File: src/ddo_pkg.sv
// Shared types, constants and tables of the differential-drive odometry block.
`default_nettype none
package ddo_pkg;

	// Number of CORDIC rotations used for cos and sin of the heading (8 to 32).
	localparam int CORDIC_STEPS = 16;
	localparam int CORDIC_IW = $clog2(CORDIC_STEPS);

	// Datapath widths.
	localparam int AW = 72;
	localparam int TW = 34;
	localparam int MPW = 34;
	localparam int CW = 6;

	localparam logic signed [TW-1:0] CORDIC_GAIN = 34'sd652032874;
	localparam logic [28:0] ANG_C = 29'd341782638;

	localparam logic [1:0] CFG_RADIUS = 2'd0;
	localparam logic [1:0] CFG_TRACK = 2'd1;
	localparam logic [1:0] CFG_THRESHOLD = 2'd2;

	localparam logic [15:0] RADIUS_RST = 16'd3277;
	localparam logic [15:0] TRACK_RST = 16'd3604;
	localparam logic [31:0] THRESHOLD_RST = 32'd83886;

	typedef struct packed {
		logic [15:0] radius;
		logic [15:0] track;
		logic [31:0] threshold;
	} ddo_cfg_t;

	typedef struct packed {
		logic signed [31:0] pose_x;
		logic signed [31:0] pose_y;
		logic signed [31:0] heading;
		logic dropped_frame;
		logic first_sample;
	} ddo_res_t;

	typedef struct packed {
		logic start;
		logic [31:0] angle;
	} ddo_rot_t;

	typedef struct packed {
		logic done;
		logic signed [TW-1:0] cos;
		logic signed [TW-1:0] sin;
	} ddo_trig_t;

	// Arctangent of 2^-i in binary-angle units (2^31 is pi).
	function automatic logic [29:0] atan_at(input logic [4:0] idx);
		logic [29:0] v;
		begin
			case (idx)
				5'd0: v = 30'h20000000;
				5'd1: v = 30'h12E4051E;
				5'd2: v = 30'h09FB385B;
				5'd3: v = 30'h051111D4;
				5'd4: v = 30'h028B0D43;
				5'd5: v = 30'h0145D7E1;
				5'd6: v = 30'h00A2F61E;
				5'd7: v = 30'h00517C55;
				5'd8: v = 30'h0028BE53;
				5'd9: v = 30'h00145F2F;
				5'd10: v = 30'h000A2F98;
				5'd11: v = 30'h000517CC;
				5'd12: v = 30'h00028BE6;
				5'd13: v = 30'h000145F3;
				5'd14: v = 30'h0000A2FA;
				5'd15: v = 30'h0000517D;
				5'd16: v = 30'h000028BE;
				5'd17: v = 30'h0000145F;
				5'd18: v = 30'h00000A30;
				5'd19: v = 30'h00000518;
				5'd20: v = 30'h0000028C;
				5'd21: v = 30'h00000146;
				5'd22: v = 30'h000000A3;
				5'd23: v = 30'h00000051;
				5'd24: v = 30'h00000029;
				5'd25: v = 30'h00000014;
				5'd26: v = 30'h0000000A;
				5'd27: v = 30'h00000005;
				5'd28: v = 30'h00000003;
				5'd29: v = 30'h00000001;
				5'd30: v = 30'h00000001;
				default: v = 30'h00000000;
			endcase
			return v;
		end
	endfunction

	// Clamp a wide signed value to the 32-bit signed range.
	function automatic logic signed [31:0] sat32(input logic signed [AW-1:0] v);
		logic signed [31:0] r;
		begin
			if (v > 72'sd2147483647) begin
				r = 32'sh7FFFFFFF;
			end else if (v < -72'sd2147483648) begin
				r = 32'sh80000000;
			end else begin
				r = v[31:0];
			end
			return r;
		end
	endfunction

endpackage
`default_nettype wire

File: src/ddo_if.sv
// Handshake channel interfaces of the odometry block: samples, poses and configuration.
`default_nettype none
interface ddo_smp_if;
	logic valid;
	logic ready;
	logic signed [15:0] left_speed;
	logic signed [15:0] right_speed;
	logic [31:0] stamp;
	modport source (output valid, left_speed, right_speed, stamp, input ready);
	modport sink (input valid, left_speed, right_speed, stamp, output ready);
endinterface

interface ddo_pose_if;
	logic valid;
	logic ready;
	logic signed [31:0] pose_x;
	logic signed [31:0] pose_y;
	logic signed [31:0] heading;
	logic dropped_frame;
	logic first_sample;
	modport source (output valid, pose_x, pose_y, heading, dropped_frame, first_sample,
		input ready);
	modport sink (input valid, pose_x, pose_y, heading, dropped_frame, first_sample,
		output ready);
endinterface

interface ddo_cfg_if;
	logic valid;
	logic ready;
	logic [1:0] index;
	logic [31:0] data;
	modport source (output valid, index, data, input ready);
	modport sink (input valid, index, data, output ready);
endinterface
`default_nettype wire

File: src/ddo_cordic.sv
// Iterative rotation-mode CORDIC giving cos and sin of a binary angle, one step per cycle.
`default_nettype none
module ddo_cordic (
	input wire logic clk,
	input wire logic arst_n,
	input ddo_pkg::ddo_rot_t rot,
	output ddo_pkg::ddo_trig_t trig
);
	import ddo_pkg::*;

	logic signed [TW-1:0] x_q, y_q, z_q;
	logic [CORDIC_IW-1:0] i_q;
	logic run_q, neg_q, done_q;
	logic signed [TW-1:0] cos_q, sin_q;
	logic signed [TW-1:0] z0, zf, xs, ys, at, xn, yn, zn;
	logic last;

	always_comb begin
		z0 = TW'($signed(rot.angle));
		if (z0 >= 34'sd1073741824) begin
			zf = z0 - 34'sd2147483648;
		end else if (z0 < -34'sd1073741824) begin
			zf = z0 + 34'sd2147483648;
		end else begin
			zf = z0;
		end
		xs = x_q >>> i_q;
		ys = y_q >>> i_q;
		at = TW'(atan_at(5'(i_q)));
		if (!z_q[TW-1]) begin
			xn = x_q - ys;
			yn = y_q + xs;
			zn = z_q - at;
		end else begin
			xn = x_q + ys;
			yn = y_q - xs;
			zn = z_q + at;
		end
		last = (i_q == CORDIC_IW'(CORDIC_STEPS - 1));
	end

	always_ff @(posedge clk or negedge arst_n) begin
		if (!arst_n) begin
			run_q <= 1'b0;
			done_q <= 1'b0;
			i_q <= '0;
		end else begin
			done_q <= 1'b0;
			if (rot.start) begin
				run_q <= 1'b1;
				i_q <= '0;
			end else if (run_q) begin
				i_q <= i_q + 1'b1;
				if (last) begin
					run_q <= 1'b0;
					done_q <= 1'b1;
				end
			end
		end
	end

	always_ff @(posedge clk) begin
		if (rot.start) begin
			x_q <= CORDIC_GAIN;
			y_q <= '0;
			z_q <= zf;
			neg_q <= (zf != z0);
		end else if (run_q) begin
			x_q <= xn;
			y_q <= yn;
			z_q <= zn;
			if (last) begin
				cos_q <= neg_q ? -xn : xn;
				sin_q <= neg_q ? -yn : yn;
			end
		end
	end

	assign trig.done = done_q;
	assign trig.cos = cos_q;
	assign trig.sin = sin_q;

`ifndef ASSERT_OFF
	a_done_after_run: assert property (@(posedge clk) disable iff (!arst_n)
		done_q |-> $past(run_q))
		else $error("CORDIC finished without running");
	a_no_restart: assert property (@(posedge clk) disable iff (!arst_n)
		run_q |-> !rot.start)
		else $error("CORDIC restarted while busy");
	a_done_pulse: assert property (@(posedge clk) disable iff (!arst_n)
		done_q |=> !done_q)
		else $error("CORDIC done held longer than one cycle");
`endif
endmodule
`default_nettype wire

File: src/ddo_core.sv
// Sequencer and shared 72-bit add/subtract datapath of the odometry update.
`default_nettype none
module ddo_core (
	input wire logic clk,
	input wire logic arst_n,
	input wire logic start,
	input wire logic signed [15:0] left_speed,
	input wire logic signed [15:0] right_speed,
	input wire logic [31:0] stamp,
	input ddo_pkg::ddo_cfg_t cfg,
	input ddo_pkg::ddo_trig_t trig,
	output ddo_pkg::ddo_rot_t rot,
	output logic idle,
	output logic done,
	output ddo_pkg::ddo_res_t res
);
	import ddo_pkg::*;

	typedef enum logic [12:0] {
		P_IDLE = 13'b0000000000001,
		P_VC   = 13'b0000000000010,
		P_M1   = 13'b0000000000100,
		P_M2   = 13'b0000000001000,
		P_DIV  = 13'b0000000010000,
		P_P    = 13'b0000000100000,
		P_COR  = 13'b0000001000000,
		P_VX   = 13'b0000010000000,
		P_DX   = 13'b0000100000000,
		P_AX   = 13'b0001000000000,
		P_VY   = 13'b0010000000000,
		P_DY   = 13'b0100000000000,
		P_AY   = 13'b1000000000000
	} phase_t;

	phase_t phase_q;
	logic [AW-1:0] acc_q, mcand_q;
	logic [MPW-1:0] mplier_q;
	logic [CW-1:0] cnt_q, len;
	logic neg_all_q, msb_neg_q;
	logic [15:0] rem_q, dmag_q;
	logic dneg_q;
	logic signed [32:0] vc_q;
	logic [31:0] dt_q, prev_q;
	logic signed [31:0] x_q, y_q;
	logic [31:0] h_q;
	logic primed_q, cor_start_q, done_q, dropped_q;
	ddo_res_t res_q;

	logic [AW-1:0] op_a, op_b, sum_w, acc_nx;
	logic sub, last, ge;
	logic [15:0] trk;
	logic signed [16:0] sum_s, diff_s;
	logic [31:0] dt_w;

	always_comb begin
		trk = (cfg.track == 16'd0) ? 16'd1 : cfg.track;
		sum_s = 17'(right_speed) + 17'(left_speed);
		diff_s = 17'(right_speed) - 17'(left_speed);
		dt_w = stamp - prev_q;
		unique case (phase_q)
			P_VC, P_M1: len = CW'(16);
			P_M2: len = CW'(29);
			P_DIV: len = CW'(62);
			P_VX, P_VY: len = CW'(TW);
			default: len = CW'(32);
		endcase
		last = (cnt_q == len - 1'b1);
		unique case (phase_q)
			P_DIV: begin
				op_a = {55'd0, rem_q, mcand_q[61]};
				op_b = {56'd0, trk};
				sub = 1'b1;
			end
			P_AX: begin
				op_a = AW'(x_q);
				op_b = mcand_q;
				sub = 1'b0;
			end
			P_AY: begin
				op_a = AW'(y_q);
				op_b = mcand_q;
				sub = 1'b0;
			end
			default: begin
				op_a = acc_q;
				op_b = mcand_q;
				// The top multiplier bit of a signed operand has negative weight.
				sub = neg_all_q | (msb_neg_q & last);
			end
		endcase
		sum_w = op_a + (sub ? ~op_b : op_b) + AW'(sub);
		acc_nx = mplier_q[0] ? sum_w : acc_q;
		ge = !sum_w[AW-1];
	end

	always_ff @(posedge clk or negedge arst_n) begin
		if (!arst_n) begin
			phase_q <= P_IDLE;
			primed_q <= 1'b0;
			cor_start_q <= 1'b0;
			done_q <= 1'b0;
			x_q <= '0;
			y_q <= '0;
			h_q <= '0;
		end else begin
			cor_start_q <= 1'b0;
			done_q <= 1'b0;
			unique case (phase_q)
				P_IDLE: begin
					if (start) begin
						primed_q <= 1'b1;
						if (primed_q) begin
							phase_q <= P_VC;
						end else begin
							done_q <= 1'b1;
						end
					end
				end
				P_VC: if (last) phase_q <= P_M1;
				P_M1: if (last) phase_q <= P_M2;
				P_M2: if (last) phase_q <= P_DIV;
				P_DIV: if (last) phase_q <= P_P;
				P_P: begin
					if (last) begin
						h_q <= h_q + acc_nx[60:29];
						cor_start_q <= 1'b1;
						phase_q <= P_COR;
					end
				end
				P_COR: if (trig.done) phase_q <= P_VX;
				P_VX: if (last) phase_q <= P_DX;
				P_DX: if (last) phase_q <= P_AX;
				P_AX: begin
					x_q <= sat32($signed(sum_w));
					phase_q <= P_VY;
				end
				P_VY: if (last) phase_q <= P_DY;
				P_DY: if (last) phase_q <= P_AY;
				P_AY: begin
					y_q <= sat32($signed(sum_w));
					done_q <= 1'b1;
					phase_q <= P_IDLE;
				end
				default: phase_q <= P_IDLE;
			endcase
		end
	end

	// Datapath registers; the mux per phase loads the next operation's operands.
	always_ff @(posedge clk) begin
		unique case (phase_q)
			P_IDLE: begin
				if (start) begin
					prev_q <= stamp;
					dt_q <= dt_w;
					dropped_q <= primed_q && (dt_w > cfg.threshold);
					mcand_q <= AW'(sum_s);
					mplier_q <= MPW'(cfg.radius);
					acc_q <= '0;
					cnt_q <= '0;
					neg_all_q <= 1'b0;
					msb_neg_q <= 1'b0;
					dneg_q <= diff_s[16];
					dmag_q <= 16'(diff_s[16] ? -diff_s : diff_s);
				end
			end
			P_DIV: begin
				rem_q <= ge ? sum_w[15:0] : {rem_q[14:0], mcand_q[61]};
				acc_q <= {acc_q[AW-2:0], ge};
				mcand_q <= mcand_q << 1;
				cnt_q <= cnt_q + 1'b1;
				if (last) begin
					// Truncating division: the sign of q is applied as subtraction below.
					mcand_q <= {acc_q[AW-2:0], ge};
					mplier_q <= MPW'(dt_q);
					acc_q <= '0;
					cnt_q <= '0;
					neg_all_q <= dneg_q;
				end
			end
			P_COR: begin
				if (trig.done) begin
					mcand_q <= AW'(vc_q);
					mplier_q <= trig.cos;
					msb_neg_q <= 1'b1;
					acc_q <= '0;
					cnt_q <= '0;
				end
			end
			P_AX: begin
				mcand_q <= AW'(vc_q);
				mplier_q <= trig.sin;
				msb_neg_q <= 1'b1;
				acc_q <= '0;
				cnt_q <= '0;
			end
			P_AY: begin
				res_q.pose_x <= x_q;
				res_q.pose_y <= sat32($signed(sum_w));
				res_q.heading <= h_q;
				res_q.dropped_frame <= dropped_q;
				res_q.first_sample <= 1'b0;
			end
			default: begin
				acc_q <= acc_nx;
				mcand_q <= mcand_q << 1;
				mplier_q <= mplier_q >> 1;
				cnt_q <= cnt_q + 1'b1;
				if (last) begin
					acc_q <= '0;
					cnt_q <= '0;
					unique case (phase_q)
						P_VC: begin
							vc_q <= acc_nx[32:0];
							mcand_q <= AW'(dmag_q);
							mplier_q <= MPW'(cfg.radius);
						end
						P_M1: begin
							mcand_q <= acc_nx;
							mplier_q <= MPW'(ANG_C);
						end
						P_M2: begin
							mcand_q <= acc_nx;
							rem_q <= '0;
						end
						P_P: neg_all_q <= 1'b0;
						P_VX, P_VY: begin
							mcand_q <= AW'($signed(acc_nx) >>> 30);
							mplier_q <= MPW'(dt_q);
							msb_neg_q <= 1'b0;
						end
						P_DX, P_DY: mcand_q <= AW'($signed(acc_nx) >>> 29);
						default: mcand_q <= mcand_q;
					endcase
				end
			end
		endcase
		if (phase_q == P_IDLE && start && !primed_q) begin
			res_q.pose_x <= x_q;
			res_q.pose_y <= y_q;
			res_q.heading <= h_q;
			res_q.dropped_frame <= 1'b0;
			res_q.first_sample <= 1'b1;
		end
	end

	assign rot.start = cor_start_q;
	assign rot.angle = h_q;
	assign idle = (phase_q == P_IDLE) && !done_q;
	assign done = done_q;
	assign res = res_q;

`ifndef ASSERT_OFF
	a_cor_phase: assert property (@(posedge clk) disable iff (!arst_n)
		cor_start_q |-> phase_q == P_COR)
		else $error("CORDIC started outside its phase");
	a_no_start_busy: assert property (@(posedge clk) disable iff (!arst_n)
		(phase_q != P_IDLE) |-> !start)
		else $error("Item transfer while an update is in progress");
	a_first_clean: assert property (@(posedge clk) disable iff (!arst_n)
		(done_q && res_q.first_sample) |-> !res_q.dropped_frame)
		else $error("First sample flagged as dropped frame");
	a_done_primed: assert property (@(posedge clk) disable iff (!arst_n)
		done_q |-> primed_q)
		else $error("Result produced before the clock was primed");
`endif
endmodule
`default_nettype wire

File: src/differential_drive_odometry.sv
// Top level of the differential-drive odometry block: configuration, core and result register.
`default_nettype none
// Each sample transfer produces one pose transfer; every later sample advances the pose by
// Euler integration. The first sample after reset only records its stamp, and its pose goes
// through the core's result register and then the output register before it is offered.
// The multiplications take 16, 16, 29 and 32 steps, then 34 and 32 steps for each of x and
// y. With the 62-step restoring division they run one bit per cycle on a single 72-bit adder.
// The CORDIC runs CORDIC_STEPS rotation steps between a registered start and a registered
// done. Each saturating position update is a single state, and after the y update the output
// register takes the result. A new sample is taken once the previous pose has been
// transferred out. Configuration registers are written through the cfg channel, which is
// always ready; write them only while the block is idle.
module differential_drive_odometry (
	input wire logic clk,
	input wire logic arst_n,
	ddo_smp_if.sink smp,
	ddo_pose_if.source pose,
	ddo_cfg_if.sink cfg
);
	import ddo_pkg::*;

	ddo_cfg_t cfg_q;
	ddo_rot_t rot;
	ddo_trig_t trig;
	ddo_res_t res, out_q;
	logic idle, done, out_valid_q, start;

	assign cfg.ready = 1'b1;
	assign smp.ready = idle && !out_valid_q;
	assign start = smp.valid && smp.ready;

	always_ff @(posedge clk or negedge arst_n) begin
		if (!arst_n) begin
			cfg_q.radius <= RADIUS_RST;
			cfg_q.track <= TRACK_RST;
			cfg_q.threshold <= THRESHOLD_RST;
		end else if (cfg.valid) begin
			unique case (cfg.index)
				CFG_RADIUS: cfg_q.radius <= cfg.data[15:0];
				CFG_TRACK: cfg_q.track <= cfg.data[15:0];
				CFG_THRESHOLD: cfg_q.threshold <= cfg.data;
				default: cfg_q <= cfg_q;
			endcase
		end
	end

	always_ff @(posedge clk or negedge arst_n) begin
		if (!arst_n) begin
			out_valid_q <= 1'b0;
		end else if (done) begin
			out_valid_q <= 1'b1;
		end else if (pose.ready) begin
			out_valid_q <= 1'b0;
		end
	end

	always_ff @(posedge clk) begin
		if (done) begin
			out_q <= res;
		end
	end

	ddo_core u_core (
		.clk(clk),
		.arst_n(arst_n),
		.start(start),
		.left_speed(smp.left_speed),
		.right_speed(smp.right_speed),
		.stamp(smp.stamp),
		.cfg(cfg_q),
		.trig(trig),
		.rot(rot),
		.idle(idle),
		.done(done),
		.res(res)
	);

	ddo_cordic u_cordic (
		.clk(clk),
		.arst_n(arst_n),
		.rot(rot),
		.trig(trig)
	);

	assign pose.valid = out_valid_q;
	assign pose.pose_x = out_q.pose_x;
	assign pose.pose_y = out_q.pose_y;
	assign pose.heading = out_q.heading;
	assign pose.dropped_frame = out_q.dropped_frame;
	assign pose.first_sample = out_q.first_sample;
endmodule
`default_nettype wire
File: src/flat_wrapper.sv
// flat-port wrapper written by rule: the top's interface ports become plain ports
module differential_drive_odometry_flat import ddo_pkg::*;
  (clk, arst_n, smp_valid, smp_left_speed, smp_right_speed, smp_stamp, smp_ready, pose_valid, pose_pose_x, pose_pose_y, pose_heading, pose_dropped_frame, pose_first_sample, pose_ready, cfg_valid, cfg_index, cfg_data, cfg_ready);
  ddo_smp_if smp_i ();
  ddo_pose_if pose_i ();
  ddo_cfg_if cfg_i ();
  input wire logic clk;
  input wire logic arst_n;
  input wire logic [$bits(smp_i.valid)-1:0] smp_valid;
  input wire logic [$bits(smp_i.left_speed)-1:0] smp_left_speed;
  input wire logic [$bits(smp_i.right_speed)-1:0] smp_right_speed;
  input wire logic [$bits(smp_i.stamp)-1:0] smp_stamp;
  output wire logic [$bits(smp_i.ready)-1:0] smp_ready;
  output wire logic [$bits(pose_i.valid)-1:0] pose_valid;
  output wire logic [$bits(pose_i.pose_x)-1:0] pose_pose_x;
  output wire logic [$bits(pose_i.pose_y)-1:0] pose_pose_y;
  output wire logic [$bits(pose_i.heading)-1:0] pose_heading;
  output wire logic [$bits(pose_i.dropped_frame)-1:0] pose_dropped_frame;
  output wire logic [$bits(pose_i.first_sample)-1:0] pose_first_sample;
  input wire logic [$bits(pose_i.ready)-1:0] pose_ready;
  input wire logic [$bits(cfg_i.valid)-1:0] cfg_valid;
  input wire logic [$bits(cfg_i.index)-1:0] cfg_index;
  input wire logic [$bits(cfg_i.data)-1:0] cfg_data;
  output wire logic [$bits(cfg_i.ready)-1:0] cfg_ready;
  assign smp_i.valid = smp_valid;
  assign smp_i.left_speed = smp_left_speed;
  assign smp_i.right_speed = smp_right_speed;
  assign smp_i.stamp = smp_stamp;
  assign smp_ready = smp_i.ready;
  assign pose_valid = pose_i.valid;
  assign pose_pose_x = pose_i.pose_x;
  assign pose_pose_y = pose_i.pose_y;
  assign pose_heading = pose_i.heading;
  assign pose_dropped_frame = pose_i.dropped_frame;
  assign pose_first_sample = pose_i.first_sample;
  assign pose_i.ready = pose_ready;
  assign cfg_i.valid = cfg_valid;
  assign cfg_i.index = cfg_index;
  assign cfg_i.data = cfg_data;
  assign cfg_ready = cfg_i.ready;
  differential_drive_odometry u_core (.clk(clk), .arst_n(arst_n), .smp(smp_i), .pose(pose_i), .cfg(cfg_i));
endmodule
File: config.mk
export PLATFORM = sky130hd
export DESIGN_NAME = differential_drive_odometry_flat
export DESIGN_NICKNAME = d
export VERILOG_FILES = /design/src/ddo_pkg.sv /design/src/ddo_if.sv /design/src/ddo_cordic.sv /design/src/ddo_core.sv /design/src/differential_drive_odometry.sv /design/src/flat_wrapper.sv
export SDC_FILE = /design/constraint.sdc
export NUM_CORES = 2
export LEC_CHECK = 0
export CORE_MARGIN = 1
export CORE_UTILIZATION = 25
export CTS_BUF_LIST = sky130_fd_sc_hd__clkbuf_2 sky130_fd_sc_hd__clkbuf_4 sky130_fd_sc_hd__clkbuf_8
export DETAILED_ROUTE_END_ITERATION = 8
export DONT_BUFFER_PORTS = 1
export MAX_ROUTING_LAYER = met4
export PLACE_DENSITY = 0.48
export SLEW_MARGIN = 20
export SYNTH_ARGS = -nofsm -noshare
export SYNTH_HDL_FRONTEND = slang
export SYNTH_SLANG_ARGS = --single-unit
File: constraint.sdc
create_clock -name clk -period 15.2 [get_ports clk]
set_input_delay 1.52 -clock clk [delete_from_list [all_inputs] [get_ports clk]]
set_output_delay 1.52 -clock clk [all_outputs]
set_load 0.02 [all_outputs]
==> metrics.log <==
[metrics] Area Growth Syn to Fin: 12.2%
[metrics] filler cell count: 24900
[metrics] # IOs: 204
[metrics] Slew Viols, Final: 0
[metrics] first-pass iteration count of the detailed router: 7
[metrics] register bit count reported by yosys: 867
[metrics] number of levels in the clock H-tree: 4
[metrics] via count of the first global-routing pass: 47500
[metrics] proportion of total power due to net switching: 0.500
[metrics] cell types with the largest area share after synthesis: edfxtp_1, dfrtp_1, ha_1, nand2_1, xnor2_1
[metrics] Reg area: 24500 µm²
[metrics] result of the run: finished, final reports clean
[metrics] CTS sink count: 867
[metrics] proportion of power drawn by flip-flops and latches: 0.260
[metrics] share of cells above drive strength 1: 0.109
[metrics] post-DR wirelength/cell: 23.6 µm
[metrics] number of hold buffers added after CTS: 0
[metrics] per-cell via count in the routed design: 5.21
[metrics] internal power: 6.94 mW
[metrics] Syn Std Cell Area: 59400 µm²
[metrics] worst hold margin: 274 ps
[metrics] maximum capacitance violations: 0
[metrics] measured slew at the worst slew-check pin: 1320 ps
[metrics] largest net degree at the start of global routing: 184
[metrics] number of vias after detailed routing: 49800
[metrics] number of buffer and inverter stages on the critical path: 2
[metrics] EDFF count, synth: 614
[metrics] synthesized-area fraction occupied by ao, oa, aoi and oai cells: 0.194
[metrics] crit share post-route: 0.830
[metrics] wire length of the first global-routing pass: 329 mm
[metrics] worst vdd ir: 0.298 mV
[metrics] Hold Crit Class: input port to async pin
[metrics] share of the synthesized area in the top cell type: 0.310
[metrics] clock latency reported for the late side of the worst-skew pair: 980 ps
[metrics] Final HPWL DP: 166 mm
[metrics] clock input transition at the sequential cells of the worst setup and hold paths: 70 ps
[metrics] final routed wirelength across all metal layers: 226 mm
[metrics] cell family with the largest share of critical-path delay: compound AO/OA/AOI/OAI gates
[metrics] warnings from Yosys: 0
[metrics] cell taking the most area after synthesis: edfxtp_1
[metrics] main flop type after synthesis: edfxtp_1
[metrics] CTS tree: done
[metrics] final standard cell count with taps included and fillers excluded: 9553
[metrics] Synth cell types: 101
[metrics] total nets after synthesis: 6770
[metrics] setup repair after global routing missed its margin: no
[metrics] number of buffers added for setup after CTS: 0
[metrics] number of cells produced by synthesis: 6350
[metrics] gr ovfl total: 0
[metrics] maximum fanout along the worst path: 47
[metrics] clock network fraction of total power: 0.184
[metrics] core area: 236000 µm²
[metrics] Critical Setup Path Class: flop to flop
[metrics] Fmax: 79.3 MHz
[metrics] CTS Buffer Depth: 3
[metrics] CP most frequent cell: a21oi_1
[metrics] count of endpoints failing hold in the final timing report: 0
[metrics] dominant combinational cell family by area after synthesis: compound AO/OA/AOI/OAI gates
[metrics] Post-Route Skew: 81.8 ps
[metrics] total of cells resized after clock tree synthesis: 0
[metrics] pre-CTS worst setup slack: 2770 ps
[metrics] DIE WIDTH: 490 µm
[metrics] area of combinational cells with multiple inputs: 32800 µm²
[metrics] proportion of power drawn by combinational gates: 0.557
[metrics] Final nets: 6677
[metrics] simple logic cell fraction of the synthesized area: 0.149
[metrics] Synth Area in Adders: 0.0677
[metrics] total routing usage reported by global routing: 0.190
[metrics] critical-path cell with the highest stage delay: nor4_2
[metrics] initial core utilization: 0.252
[metrics] number of placed instances with taps included: 9240
[metrics] synthesized-area fraction occupied by xor and xnor cells: 0.0723
[metrics] share of synthesized area spent on multiplexers: 0.0634
[metrics] number of buffers created by CTS: 165
[metrics] fraction of registers with async set/reset: 0.211
[metrics] kind of start point of the critical path: flop
[metrics] Pwr Density: 208 nW/µm²
[metrics] count of buffers inserted at the top-level ports: 0
[metrics] Root Buffer: clkbuf_8
[metrics] Die Outline Area: 240000 µm²
[metrics] number of setup violations in the final report: 0
[metrics] final critical delay including setup and external delays: 12610 ps
[metrics] final antenna-violating net count: 0
[metrics] count of routing violations after the opening detailed-route iteration: 4948
[metrics] DRC violations left: 0
[metrics] RePlAce Congestion: 0.947
[metrics] data required time at the worst endpoint: 16000 ps
[metrics] final design utilization: 0.283
[metrics] syn_area_per_cell: 9.36 µm²
[metrics] sequential cell area fraction in the yosys report: 0.411
[metrics] Static Leak: 26.3 nW
[metrics] total negative slack: 0 ps
[metrics] standard-cell row count: 178
[metrics] relative slew slack: 0.0978
[metrics] sw power: 6.93 mW
[metrics] final worst slack: 2590 ps
[metrics] Die H: 490 µm
[metrics] CP endpoint kind: flop
[metrics] CP max stage delay: 890 ps
[metrics] Arr. time, crit path: 13410 ps
[metrics] antenna violations before repair: 15
## metal layers
metal | vias up | GRT usage | wire (µm)
met5 | - | - | 0
met2 | 1850 | 0.290 | 101000
met4 | 0 | 0.0777 | 9610
li1 | 23200 | - | -
met1 | 24400 | 0.247 | 99600
met3 | 362 | 0.0326 | 15000
## cells in the final DEF (no fill, tap or decap), drive strengths merged, types with 54 or more instances in the layout
cell type,Yosys,layout
a21o,87,87
a222oi,58,58
a21oi,509,509
o21bai,54,54
mux2i,158,158
and3,59,59
o311ai,71,71
buf,74,113
edfxtp,614,614
dfrtp,160,160
inv,273,282
nand3,90,90
mux2,112,112
ha,309,309
and2,109,109
nand2,821,821
xnor2,291,291
clkbuf,299,240
xor2,199,199
nor3,84,84
a22oi,64,64
a31oi,87,87
dfxtp,70,70
nor2,478,478
o21ai,424,424
## power by group through the flow
stage | clock, mW | sequential, mW | combinational (mW)
global placement | 0 | 3.63 | 7.54
global route | 2.72 | 3.63 | 8.27
finish | 2.55 | 3.60 | 7.72
CTS | 2.62 | 3.58 | 7.57
detailed placement | 0 | 3.63 | 7.53
floorplan | 0 | 3.44 | 4.84
## path summary, 6_finish.rpt
path / cells after the start / end / slack [ps] / start
worst max-delay path: 45 / u_core.u_core.h_q[30]$_DFFE_PN0P_ / 2590 / u_core.u_core.phase_q[2]$_DFFE_PN0P_
worst min-delay path: 0 / u_core.u_core.x_q[3]$_DFFE_PN0N_ / 270 / arst_n
worst max register to register: 45 / u_core.u_core.h_q[30]$_DFFE_PN0P_ / 2590 / u_core.u_core.phase_q[2]$_DFFE_PN0P_
worst min register to register: 0 / u_core.pose.heading[12]$_DFFE_PP_ / 410 / u_core.u_core.res[14]$_DFFE_PP_
max in group asynchronous: 0 / u_core.cfg_q[17]$_DFFE_PN0P_ / 14340 / arst_n
min in group clk: 0 / u_core.pose.heading[12]$_DFFE_PP_ / 410 / u_core.u_core.res[14]$_DFFE_PP_
## worst reg2reg max path: cells and delay by family, from the launching register on
kind / cells / cell delay, ps
AOI/OAI and AO/OA: 24 / 5910
muxes: 3 / 880
DFF: 1 / 470
and+or+nand+nor: 7 / 2290
buffers and inverters: 2 / 620
adders and majority gates: 5 / 1500
xor gates and xnor gates: 4 / 780
## synthesized netlist by cell type, drive strengths merged (90+ instances only)
| cell type | count |
|---|---|
| ha | 309 |
| dfrtp | 160 |
| nand2 | 821 |
| a21oi | 509 |
| nand3 | 90 |
| nor2 | 478 |
| xor2 | 199 |
| clkbuf | 299 |
| edfxtp | 614 |
| mux2i | 158 |
| and2 | 109 |
| inv | 273 |
| o21ai | 424 |
| mux2 | 112 |
| xnor2 | 291 |
## registers in the layout (all words and copies together), names as in the netlist, 33 cells and up
register,flops
u_core.u_cordic.cos_q,34
u_core.u_core.res,98
u_core.u_cordic.x_q,34
u_core.u_core.vc_q,33
u_core.u_core.mcand_q,72
u_core.u_core.acc_q,72
u_core.cfg_q,64
u_core.u_cordic.sin_q,34
u_core.u_cordic.z_q,34
u_core.u_core.mplier_q,34
u_core.u_cordic.y_q,34
## per-stage QoR
stage	total power [mW]	instance area [µm²]
after global routing	14.6	66700
final	13.9	66700
after CTS	13.8	66700
after global placement	11.2	63100
after detailed placement	11.2	63100
after floorplan	8.28	59400
## final cells by class
| type | count | area share |
|---|---|---|
| clock inverters | 65 | 0.00929 |
| repair buffers | 113 | 0.0128 |
| inverters | 275 | 0.0155 |
| flip-flops and latches | 867 | 0.367 |
| multi-input cells | 4835 | 0.492 |
| diodes | 8 | 0.000300 |
| well taps | 3150 | 0.0591 |
| clock buffers | 240 | 0.0443 |
## cell families (layout without fill, tap and decap cells)
logic type / Yosys count / after routing
other cells: 1 / 9
mux: 311 / 311
buf+inv: 648 / 693
simple gates: 1937 / 1937
xor+xnor: 490 / 490
fa+ha+maj: 317 / 317
flops: 867 / 867
compound gates: 1779 / 1779
(Power assumes the default switching activity.)
